===== config.mk =====
export PLATFORM = sky130hd
export DESIGN_NAME = xtea_cbc_decrypt_key_delta_unit
export DESIGN_NICKNAME = d
export VERILOG_FILES = /design/src/rtl/xcd_pkg.sv /design/src/rtl/xcd_ctrl.sv /design/src/rtl/xcd_datapath.sv /design/src/rtl/xtea_cbc_decrypt_key_delta_unit.sv
export SDC_FILE = /design/constraint.sdc
export NUM_CORES = 1
export LEC_CHECK = 0
export ABC_CLOCK_PERIOD_IN_PS = 10700
export BUFFER_PORTS_ARGS = -buffer_cell sky130_fd_sc_hd__buf_2
export CAP_MARGIN = 20
export CORE_MARGIN = 5
export CORE_UTILIZATION = 45
export CTS_CLUSTER_SIZE = 24
export DETAILED_ROUTE_END_ITERATION = 10
export PLACE_DENSITY_LB_ADDON = 0.05
export SKIP_LAST_GASP = 1
export SLEW_MARGIN = 20
export SYNTH_ARGS = -nofsm -noshare
export SYNTH_HDL_FRONTEND = slang
export SYNTH_SLANG_ARGS = --single-unit

===== constraint.sdc =====
create_clock -name clk -period 10.7 [get_ports clk]
set_clock_uncertainty 0.2 [all_clocks]
set_input_delay 1.605 -clock clk [delete_from_list [all_inputs] [get_ports clk]]
set_output_delay 1.605 -clock clk [all_outputs]
set_load 0.02 [all_outputs]

===== src/rtl/xcd_pkg.sv =====
`default_nettype none
// ----------------------------------------------------------------------------
// xcd_pkg
// Shared types, register indexes and helper functions for the XTEA-CBC
// decryptor with a key-derived round constant.
// ----------------------------------------------------------------------------
package xcd_pkg;

  // Default round count
  localparam int ROUNDS_DEF = 32;

  // Data and register index widths
  localparam int WORD_W    = 32;
  localparam int CFG_IDX_W = 3;
  localparam int VB_W      = 4;

  // Configuration register indexes
  localparam logic [CFG_IDX_W-1:0] CFG_KEY0    = 3'd0;
  localparam logic [CFG_IDX_W-1:0] CFG_KEY1    = 3'd1;
  localparam logic [CFG_IDX_W-1:0] CFG_KEY2    = 3'd2;
  localparam logic [CFG_IDX_W-1:0] CFG_KEY3    = 3'd3;
  localparam logic [CFG_IDX_W-1:0] CFG_IV_LOW  = 3'd4;
  localparam logic [CFG_IDX_W-1:0] CFG_IV_HIGH = 3'd5;

  // Full block, no padding removed
  localparam logic [VB_W-1:0] BYTES_FULL = 4'd8;

  // Controller to datapath commands
  typedef struct packed {
    logic load;      // good key: start decrypting the accepted item
    logic load_bad;  // zero delta: mark the accepted item as a key error
    logic round;     // run one XTEA round
    logic commit;    // write the result register and chain state
  } xcd_cmd_t;

  // Datapath to controller status
  typedef struct packed {
    logic delta_zero;
  } xcd_stat_t;

  // Delta gathers bits 31,27,...,3 of key words 0..3, MSB first
  function automatic logic [WORD_W-1:0] gather_delta(
    input logic [WORD_W-1:0] k0,
    input logic [WORD_W-1:0] k1,
    input logic [WORD_W-1:0] k2,
    input logic [WORD_W-1:0] k3
  );
    logic [4*WORD_W-1:0] kk;
    logic [WORD_W-1:0]   d;
    kk = {k0, k1, k2, k3};
    d  = '0;
    for (int i = 0; i < WORD_W; i++) begin
      d[WORD_W-1-i] = kk[4*WORD_W-1-4*i];
    end
    return d;
  endfunction

  // XTEA mixing function ((v << 4) ^ (v >> 5)) + v
  function automatic logic [WORD_W-1:0] mix(input logic [WORD_W-1:0] v);
    return ((v << 4) ^ (v >> 5)) + v;
  endfunction

  // Key word select
  function automatic logic [WORD_W-1:0] key_pick(
    input logic [1:0]        sel,
    input logic [WORD_W-1:0] k0,
    input logic [WORD_W-1:0] k1,
    input logic [WORD_W-1:0] k2,
    input logic [WORD_W-1:0] k3
  );
    logic [WORD_W-1:0] k;
    case (sel)
      2'd0:    k = k0;
      2'd1:    k = k1;
      2'd2:    k = k2;
      default: k = k3;
    endcase
    return k;
  endfunction

endpackage
`default_nettype wire


===== src/rtl/xcd_ctrl.sv =====
`default_nettype none
// ----------------------------------------------------------------------------
// xcd_ctrl
// Controller: takes an item, sequences the rounds, and hands the result to
// the output register when it is free.
// ----------------------------------------------------------------------------
module xcd_ctrl #(
  parameter int ROUNDS = xcd_pkg::ROUNDS_DEF
) (
  input  wire logic              clk,
  input  wire logic              rst,
  input  wire logic              in_valid,
  output logic                   in_ready,
  output logic                   out_valid,
  input  wire logic              out_ready,
  input  wire xcd_pkg::xcd_stat_t stat,
  output xcd_pkg::xcd_cmd_t      cmd
);

  localparam int CNT_W = (ROUNDS > 1) ? $clog2(ROUNDS) : 1;
  localparam logic [CNT_W-1:0] CNT_LAST = CNT_W'(ROUNDS - 1);

  // State codes
  localparam logic [1:0] S_IDLE   = 2'd0;
  localparam logic [1:0] S_RUN    = 2'd1;
  localparam logic [1:0] S_FINISH = 2'd2;

  logic [1:0]       state, state_next;
  logic [CNT_W-1:0] cnt, cnt_next;
  logic             out_valid_next;
  logic             in_accept;
  logic             out_free;

  assign in_ready  = (state == S_IDLE);
  assign in_accept = in_valid && in_ready;
  assign out_free  = !out_valid || out_ready;

  // Next state and commands
  always_comb begin
    state_next     = state;
    cnt_next       = cnt;
    out_valid_next = out_valid && !out_ready;
    cmd            = '0;
    case (state)
      S_IDLE: begin
        if (in_accept) begin
          if (stat.delta_zero) begin
            cmd.load_bad = 1'b1;
            state_next   = S_FINISH;
          end else begin
            cmd.load   = 1'b1;
            cnt_next   = CNT_LAST;
            state_next = S_RUN;
          end
        end
      end
      S_RUN: begin
        cmd.round = 1'b1;
        cnt_next  = cnt - 1'b1;
        if (cnt == '0) begin
          state_next = S_FINISH;
        end
      end
      S_FINISH: begin
        if (out_free) begin
          cmd.commit     = 1'b1;
          out_valid_next = 1'b1;
          state_next     = S_IDLE;
        end
      end
      default: state_next = S_IDLE;
    endcase
  end

  // Control registers
  always_ff @(posedge clk) begin
    if (rst) begin
      state     <= S_IDLE;
      cnt       <= '0;
      out_valid <= 1'b0;
    end else begin
      state     <= state_next;
      cnt       <= cnt_next;
      out_valid <= out_valid_next;
    end
  end

endmodule
`default_nettype wire


===== src/rtl/xcd_datapath.sv =====
`default_nettype none
// ----------------------------------------------------------------------------
// xcd_datapath
// Datapath: configuration registers, round unit, CBC chain state and the
// result register with the padding check.
// ----------------------------------------------------------------------------
module xcd_datapath #(
  parameter int ROUNDS = xcd_pkg::ROUNDS_DEF
) (
  input  wire logic                             clk,
  input  wire logic                             rst,
  input  wire logic                             cfg_we,
  input  wire logic [xcd_pkg::CFG_IDX_W-1:0]    cfg_index,
  input  wire logic [xcd_pkg::WORD_W-1:0]       cfg_data,
  input  wire logic [xcd_pkg::WORD_W-1:0]       cipher_low,
  input  wire logic [xcd_pkg::WORD_W-1:0]       cipher_high,
  input  wire logic                             is_last,
  input  wire xcd_pkg::xcd_cmd_t                cmd,
  output xcd_pkg::xcd_stat_t                    stat,
  output logic [xcd_pkg::WORD_W-1:0]            plain_low,
  output logic [xcd_pkg::WORD_W-1:0]            plain_high,
  output logic [xcd_pkg::VB_W-1:0]              valid_bytes,
  output logic                                  pad_bad,
  output logic                                  key_bad
);

  localparam int W = xcd_pkg::WORD_W;
  localparam logic [W-1:0] ROUNDS_C = W'(ROUNDS);

  // Configuration and chain state
  logic [W-1:0]   key0, key1, key2, key3;
  logic [W-1:0]   iv_low, iv_high;
  logic [2*W-1:0] chain_block;
  logic           at_message_start;

  // Working registers for the item in flight
  logic [W-1:0] a, b, sum;
  logic [W-1:0] c_lo, c_hi;
  logic         last_q;
  logic         bad_q;

  logic [W-1:0] delta;
  logic [W-1:0] b_nx, sum_nx, a_nx;
  logic [W-1:0] x_lo, x_hi, p_lo, p_hi;
  logic [7:0]   pad;
  logic [xcd_pkg::VB_W-1:0] vb;
  logic         pb;

  assign delta           = xcd_pkg::gather_delta(key0, key1, key2, key3);
  assign stat.delta_zero = (delta == '0);

  // One inverse XTEA round
  assign b_nx   = b - (xcd_pkg::mix(a) ^
                  (sum + xcd_pkg::key_pick(sum[12:11], key0, key1, key2, key3)));
  assign sum_nx = sum - delta;
  assign a_nx   = a - (xcd_pkg::mix(b_nx) ^
                  (sum_nx + xcd_pkg::key_pick(sum_nx[1:0], key0, key1, key2, key3)));

  // CBC unchaining and padding check
  assign x_lo = at_message_start ? iv_low  : chain_block[W-1:0];
  assign x_hi = at_message_start ? iv_high : chain_block[2*W-1:W];
  assign p_lo = a ^ x_lo;
  assign p_hi = b ^ x_hi;
  assign pad  = p_hi[W-1:W-8];

  always_comb begin
    vb = xcd_pkg::BYTES_FULL;
    pb = 1'b0;
    if (last_q) begin
      if (pad inside {[8'd1:8'd8]}) begin
        vb = xcd_pkg::BYTES_FULL - pad[xcd_pkg::VB_W-1:0];
      end else begin
        pb = 1'b1;
      end
    end
  end

  // Configuration registers and chain state
  always_ff @(posedge clk) begin
    if (rst) begin
      key0             <= '0;
      key1             <= '0;
      key2             <= '0;
      key3             <= '0;
      iv_low           <= '0;
      iv_high          <= '0;
      chain_block      <= '0;
      at_message_start <= 1'b1;
      bad_q            <= 1'b0;
    end else begin
      if (cfg_we) begin
        case (cfg_index)
          xcd_pkg::CFG_KEY0:    key0    <= cfg_data;
          xcd_pkg::CFG_KEY1:    key1    <= cfg_data;
          xcd_pkg::CFG_KEY2:    key2    <= cfg_data;
          xcd_pkg::CFG_KEY3:    key3    <= cfg_data;
          xcd_pkg::CFG_IV_LOW:  iv_low  <= cfg_data;
          xcd_pkg::CFG_IV_HIGH: iv_high <= cfg_data;
          default: ;
        endcase
      end
      if (cmd.load) begin
        bad_q <= 1'b0;
      end else if (cmd.load_bad) begin
        bad_q <= 1'b1;
      end
      if (cmd.commit && !bad_q) begin
        chain_block      <= {c_hi, c_lo};
        at_message_start <= last_q;
      end
    end
  end

  // Round unit registers
  always_ff @(posedge clk) begin
    if (cmd.load) begin
      a      <= cipher_low;
      b      <= cipher_high;
      sum    <= W'(delta * ROUNDS_C);
      c_lo   <= cipher_low;
      c_hi   <= cipher_high;
      last_q <= is_last;
    end else if (cmd.round) begin
      a   <= a_nx;
      b   <= b_nx;
      sum <= sum_nx;
    end
  end

  // Result register
  always_ff @(posedge clk) begin
    if (cmd.commit) begin
      if (bad_q) begin
        plain_low   <= '0;
        plain_high  <= '0;
        valid_bytes <= '0;
        pad_bad     <= 1'b0;
        key_bad     <= 1'b1;
      end else begin
        plain_low   <= p_lo;
        plain_high  <= p_hi;
        valid_bytes <= vb;
        pad_bad     <= pb;
        key_bad     <= 1'b0;
      end
    end
  end

endmodule
`default_nettype wire


===== src/rtl/xtea_cbc_decrypt_key_delta_unit.sv =====
`default_nettype none
// ----------------------------------------------------------------------------
// xtea_cbc_decrypt_key_delta_unit
// XTEA-CBC block decryptor whose round constant is gathered from the key.
// ----------------------------------------------------------------------------
// One 64-bit block is decrypted at a time. A block is first loaded together
// with its starting sum, then runs ROUNDS rounds on the single round unit
// (one full XTEA round per cycle), and is then unchained, padding-checked
// and written to the output register once that register is free. A block
// whose key gives a zero delta skips the rounds and returns key_bad with all
// other fields zero. in_ready is high only while the round unit is free; a
// finished result waits in the output register, so the next block can be
// taken before it is collected. The configuration port is always ready;
// write it only while no block is in flight. Register indexes: 0..3 key
// words, 4 IV low, 5 IV high.
// ----------------------------------------------------------------------------
module xtea_cbc_decrypt_key_delta_unit #(
  parameter int ROUNDS = xcd_pkg::ROUNDS_DEF
) (
  input  wire logic                          clk,
  input  wire logic                          rst,
  input  wire logic                          cfg_valid,
  output logic                               cfg_ready,
  input  wire logic [xcd_pkg::CFG_IDX_W-1:0] cfg_index,
  input  wire logic [xcd_pkg::WORD_W-1:0]    cfg_data,
  input  wire logic                          in_valid,
  output logic                               in_ready,
  input  wire logic [xcd_pkg::WORD_W-1:0]    cipher_low,
  input  wire logic [xcd_pkg::WORD_W-1:0]    cipher_high,
  input  wire logic                          is_last,
  output logic                               out_valid,
  input  wire logic                          out_ready,
  output logic [xcd_pkg::WORD_W-1:0]         plain_low,
  output logic [xcd_pkg::WORD_W-1:0]         plain_high,
  output logic [xcd_pkg::VB_W-1:0]           valid_bytes,
  output logic                               pad_bad,
  output logic                               key_bad
);

  xcd_pkg::xcd_cmd_t  cmd;
  xcd_pkg::xcd_stat_t stat;

  assign cfg_ready = 1'b1;

  // Sequencer
  xcd_ctrl #(
    .ROUNDS (ROUNDS)
  ) u_ctrl (
    .clk       (clk),
    .rst       (rst),
    .in_valid  (in_valid),
    .in_ready  (in_ready),
    .out_valid (out_valid),
    .out_ready (out_ready),
    .stat      (stat),
    .cmd       (cmd)
  );

  // Round unit and state
  xcd_datapath #(
    .ROUNDS (ROUNDS)
  ) u_dp (
    .clk         (clk),
    .rst         (rst),
    .cfg_we      (cfg_valid && cfg_ready),
    .cfg_index   (cfg_index),
    .cfg_data    (cfg_data),
    .cipher_low  (cipher_low),
    .cipher_high (cipher_high),
    .is_last     (is_last),
    .cmd         (cmd),
    .stat        (stat),
    .plain_low   (plain_low),
    .plain_high  (plain_high),
    .valid_bytes (valid_bytes),
    .pad_bad     (pad_bad),
    .key_bad     (key_bad)
  );

  // One block at a time: the unit is busy right after taking an item
  a_busy_after_accept: assert property (@(posedge clk) disable iff (rst)
    (in_valid && in_ready) |=> !in_ready)
    else $error("in_ready high in the cycle after an item was taken");

  // A key error carries no plaintext
  a_key_bad_zero: assert property (@(posedge clk) disable iff (rst)
    (out_valid && key_bad) |->
      (plain_low == '0 && plain_high == '0 && valid_bytes == '0 && !pad_bad))
    else $error("key error result carries data");

  // Byte count stays within one block
  a_vb_range: assert property (@(posedge clk) disable iff (rst)
    out_valid |-> (valid_bytes <= xcd_pkg::BYTES_FULL))
    else $error("valid_bytes above eight");

  // Bad padding keeps the whole block
  a_pad_bad_full: assert property (@(posedge clk) disable iff (rst)
    (out_valid && pad_bad) |-> (valid_bytes == xcd_pkg::BYTES_FULL && !key_bad))
    else $error("pad_bad with a short block or a key error");

endmodule
`default_nettype wire

**After elaboration in Yosys (flattened, before gate mapping)**

Cells that the tools add are included.

- Add/subtract/negate cells: 9
- Multiply operators: 0
- Divide/modulo/power cells: 0
- Magnitude comparators: 2
- Equal/unequal tests: 15
- Shifts and indexed selects: 0
- Mux-type cells: 31
- Bitwise gates (word level): 8
- Reductions and logical operators: 27

Operator list:

| operator | number |
|---|---|
| $mux 32 | 8 |
| $pmux 32 s3 | 2 |
| $add 32x32->32 | 4 |
| $xor 32x32->32 | 4 |
| $sub 32x32->32 | 3 |
| $xor 32x27->32 | 2 |
| $logic_not 32->1 | 1 |
| $mux 2 | 6 |
| $reduce_and 2->1 | 6 |
| $mux 5 | 2 |
| $pmux 5 s2 | 1 |
| $mux 1 | 9 |
| $ge 8x1->1 const B | 1 |
| $le 8x4->1 const B | 1 |
| $mux 4 | 2 |
| $eq 2x1->1 const B | 3 |
| $eq 2x2->1 const B | 3 |
| $eq 3x2->1 const B | 2 |
| $eq 3x3->1 const B | 2 |
| $logic_not 2->1 | 3 |
| $pmux 2 s3 | 1 |
| $reduce_and 3->1 | 2 |
| $logic_not 5->1 | 1 |
| $sub 5x1->5 const B | 1 |
| 12 further kinds | 22 |

- Bits in registers: 497
- Latch bits: 0
- Bits in writable memories: 0
- Memory bits (read-only): 0
- Input bits: 105
- Output and inout port bits: 73
- Word-level logic and storage cells: 117
- Memories kept: 0

**Logic depth before layout (Yosys ltp)**

- Word-level depth: 11
- Gate-level depth with buffers: 45
- Gate-level depth less buffers: 44

**Modules after synthesis**

From an unflattened synthesis, not the netlist that was laid out.

- Cells, all modules: 3377
- Area, all modules: 31602.8 um^2

Modules (own cells, without submodules):

| module | instances | cells each | area each (um^2) | seq. area each (um^2) |
|---|---|---|---|---|
| xcd_datapath | 1 | 3327 | 31153.6 | 12051.6 |
| xcd_ctrl | 1 | 48 | 437.9 | 160.2 |
| xtea_cbc_decrypt_key_delta_unit | 1 | 2 | 11.3 | 0.0 |

**Worst setup path after synthesis**

Ideal clock, no wire load.

- Path kind: register -> register
- From: register u_dp.sum[11]
- To: register u_dp.a[31], data pin
- Library setup time: 0.264 ns
- Data arrival time: 8.990 ns
- Required time: 10.236 ns
- Setup slack: 1.246 ns
- Cell stages (with the launch flop): 42
- Path buffers: 2
- Period minus slack after synthesis: 9.454 ns
- Path through: edfxtp_1 -> clkbuf_1 -> buf_1 -> mux4_2 -> fa_1 -> nand3_1 -> nand2_1 -> a31o_2 -> a21o_1 -> a211oi_1 -> nand2b_1 -> o21bai_1 -> a21oi_1 -> xnor2_1 -> xnor2_1 -> ha_1 -> nand4_1 -> or2_1 -> [6 not listed] -> and2_1 -> a221o_1 -> a21oi_1 -> o21ai_0 -> a21o_1 -> a21oi_1 -> xnor2_1 -> ha_1 -> and2_1 -> nand2_1 -> o31ai_1 -> o31ai_1 -> a211oi_1 -> a31oi_1 -> o21ai_0 -> a31o_2 -> and4_1 -> nor3_2

- Longest elaborated chain between the ends: 11
- Elaborated cells between the ends (all ways): 15
- Classes of those cells: add/sub (6); eq/ne (2); mux (3); bitwise (3); reduce/logical (1)

RTL lines:

| element | line | RTL |
|---|---|---|
| from (decl) | xcd_datapath.sv:37 | `logic [W-1:0] a, b, sum;` |
| from (signal assigned) | xcd_datapath.sv:119 | `sum <= W'(delta * ROUNDS_C);` |
| from (signal assigned) | xcd_datapath.sv:126 | `sum <= sum_nx;` |
| $eq 2x2->1, or another cell as far along | xcd_pkg.sv:72 | `case (sel)` |
| $pmux 32 s3 | xcd_pkg.sv:72 |  |
| $add 32x32->32 | xcd_datapath.sv:54 | `(sum + xcd_pkg::key_pick(sum[12:11], key0, key1, key2, key3)));` |
| $xor 32x32->32 | xcd_datapath.sv:53 | `assign b_nx = b - (xcd_pkg::mix(a) ^` |
| $sub 32x32->32 | xcd_datapath.sv:53 |  |
| $xor 32x27->32 | xcd_pkg.sv:60 | `return ((v << 4) ^ (v >> 5)) + v;` |
| $add 32x32->32 | xcd_pkg.sv:60 |  |
| $xor 32x32->32 * | xcd_datapath.sv:56 | `assign a_nx = a - (xcd_pkg::mix(b_nx) ^` |
| $sub 32x32->32 * | xcd_datapath.sv:56 |  |
| $mux 32 * | xcd_datapath.sv:123 | `end else if (cmd.round) begin` |
| $mux 32 * | xcd_datapath.sv:116 | `if (cmd.load) begin` |
| to (signal assigned) | xcd_datapath.sv:117 | `a <= cipher_low;` |
| to (signal assigned) | xcd_datapath.sv:124 | `a <= a_nx;` |
| to (decl) | xcd_datapath.sv:37 |  |

Every way passes the cells marked *; elsewhere a longest branch is shown, timed or not. The select of a mux whose other input is x is not followed.
A chain may end at the register's enable or synchronous reset.

**Worst setup path after layout**

Ends and elaborated chain as after synthesis.

==> results.json <==
{
  "setup_viol": 0,
  "area_delta_synth_final_pct": 12.3,
  "worstPathMaxFanout": 6,
  "cts.sink_count": 497,
  "ys.flop_type": "dfxtp_1",
  "cap_violations": 0,
  "cts_tree": "built",
  "holdCritPathClass": "flip-flop to flip-flop",
  "cts_buffers": 56,
  "pin_count": 178,
  "min_from": "u_dp.chain_block[63]",
  "grt_pass1_wl_um": 161000,
  "hold_viol": 0,
  "netlist_instances": 3450,
  "yosys_warnings": 0,
  "ys_ff_latch": 497,
  "synth_area_mm2": 0.0314,
  "top_register": "u_dp.chain_block",
  "ys_async_sr_fraction_pct": 0,
  "post-cts-setup-buffers": 0,
  "diodes": 0,
  "start_util_pct": 45.1,
  "post-synth-top-count-cell": "nand2_1",
  "grt_max_degree": 107,
  "maxSlewHeadroom_pct": 26.8,
  "vias_per_cell": 5.74,
  "final_nets": 3937,
  "synthDistinctLibCells": 79,
  "path_clk_slew_ns": 0.06,
  "syn_avg_cell_area_um2": 9.11,
  "synth.top_cells.by_count": "712 x nand2_1, 444 x a21oi_1, 271 x dfxtp_1",
  "synth-edff-count": 226,
  "antenna_found_initial": 3,
  "dieWidth_um": 274,
  "wl_per_cell_um": 24.0,
  "dieArea_mm2": 0.0753,
  "rows": 97,
  "critical_path.startpoint": "u_dp.sum[11]",
  "path_class": "flip-flop to flip-flop",
  "critPathCaptureType": "flip-flop",
  "clock_latency_ns": 0.64,
  "drt-initial-drc-count": 2079,
  "routed_wl_um": 110000,
  "clock.fmax_mhz": 96.9,
  "clock_tree.buffer_depth": 3,
  "vias": 26317,
  "drcViolationCount": 0,
  "crit_top_cell": "a21o_1",
  "busiest_layer": "met2",
  "cp.arrival_ns": 10.48,
  "fin_crit_sh_pct": 96.4,
  "reg2reg_from": "u_dp.sum[11]",
  "yosys-top-cells-area": "edfxtp_1 22%, dfxtp_1 17%, ha_1 9.0%, nand2_1 8.5%, a21oi_1 7.1%",
  "critPathMaxStageDelay_ns": 0.54,
  "fillCellCount": 6646,
  "critPathSlowestCell": "mux4_2",
  "largest_register_ffs": 64,
  "met3_usage_pct": 5.74,
  "worst_pin_slew_ns": 1.10,
  "drtAntennaViolNets": 0,
  "status": "finished clean",
  "rsz0062_at_grt": "yes",
  "slew_viol_final": 0,
  "gp_congestion": 0.919,
  "critPathRequiredTime_ns": 10.87,
  "crit_path_start_kind": "flip-flop",
  "port_buffers": 176,
  "yosysTopAreaCell": "edfxtp_1",
  "place_hpwl_um": 84400,
  "timing.final.ws_setup_ns": 0.385,
  "cts-root-buf": "clkbuf_16",
  "coreArea_mm2": 0.0697,
  "grt_pass1_vias": 25328,
  "drtPass1Iterations": 6,
  "min_period_ns": 10.32,
  "grt.total_usage_pct": 28.3,
  "grt.met2_usage_pct": 42.3,
  "dpl_worst_slack_ns": 0.256,
  "synthesis.nets": 3788,
  "fp.dieH_um": 274,
  "use_met1_pct": 42.2,
  "drive_gt1_share_pct": 11.7,
  "cts_htree_levels": 2,
  "seq_area_frac_synth_pct": 38.8,
  "synth_top_cell_area_share_pct": 21.6,
  "grt_overflow_total": 0
}
==> metrics by stage <==
stage | hold WS, ns | TNS (ns) | cells | utilization (%) | cell area [um2]
after floorplan | 0.206 | 0 | 3450 | - | 31400
after global placement | 0.241 | 0 | 4481 | 48.0 | 33400
after detailed placement | 0.246 | 0 | 4481 | 48.0 | 33400
after CTS | 0.254 | 0 | 4583 | 50.6 | 35200
after global routing | 0.265 | -0.0786 | 4583 | 50.7 | 35300
final | 0.253 | 0 | 4583 | 50.7 | 35300
==> path summary, 6_finish.rpt <==
check | endpoint | slack (ns) | cells past startpoint
worst max-delay path | u_dp.a[31] | 0.38 | 42
worst min-delay path | u_dp.chain_block[63] | 0.25 | 2
worst max register to register | u_dp.a[31] | 0.38 | 42
worst min register to register | u_dp.chain_block[63] | 0.25 | 2
==> critical path: cells and delay by family, from the launching register on <==
family	cells	cell delay, ns
and+or+nand+nor	1	0.08
DFF	1	0.46
xor gates and xnor gates	5	0.84
AOI/OAI and AO/OA	29	6.28
adders and majority gates	4	1.23
muxes	1	0.54
buffers and inverters	2	0.39
==> per-layer routing <==
metal  part of all wire, %  vias up
met3                   8.0      144
met5                 0.015        -
met1                    47    12686
li1                      -    12524
met4                   2.3        2
met2                    43      961
==> logic make-up after synthesis <==
kind of cell               share of synthesized area, %
buffers and inverters                              2.81
DFF                                                38.8
muxes                                              6.90
AOI/OAI and AO/OA                                  17.2
xor gates and xnor gates                           10.4
adders and majority gates                          9.44
other                                            0.0119
and+or+nand+nor                                    14.4
==> layout by cell type (no fill, tap or decap), types with 13 or more instances in the layout <==
master and n:
o21a_1 26, o21ai_0 116, xnor2_1 208, nand2_1 709, clkbuf_16 59, dfxtp_1 269, buf_2 175, edfxtp_1 226
nand3_1 35, mux4_2 64, o21bai_1 32, nand4_1 17, o211ai_1 13, nor2_1 172, a21oi_1 443, mux2i_1 65
a211oi_1 17, xor2_1 156, inv_1 95, clkbuf_1 19, buf_4 51, nand2b_1 33, nor3_1 25, ha_1 226
nor2b_1 22, a21o_1 131
==> cell type report <==
| type | count | area [um2] | share of cell area, % |
|---|---|---|---|
| repair buffers | 229 | 1300 | 3.69 |
| inverters | 96 | 363 | 1.03 |
| clock inverters | 19 | 171 | 0.485 |
| clock buffers | 83 | 1620 | 4.58 |
| well taps | 940 | 1180 | 3.33 |
| flip-flops and latches | 497 | 12200 | 34.6 |
| multi-input cells | 2719 | 18500 | 52.3 |
==> repair_timing <==
action,CTS,global route
hold buffers,0,0
endpoints found under the setup margin,0,7
gates resized for setup,0,20
hold endpoints to repair,0,0
Power is left out: the tool's default activity adds up to more than one toggle a clock period on the data nets, which glitch-free logic cannot reach.
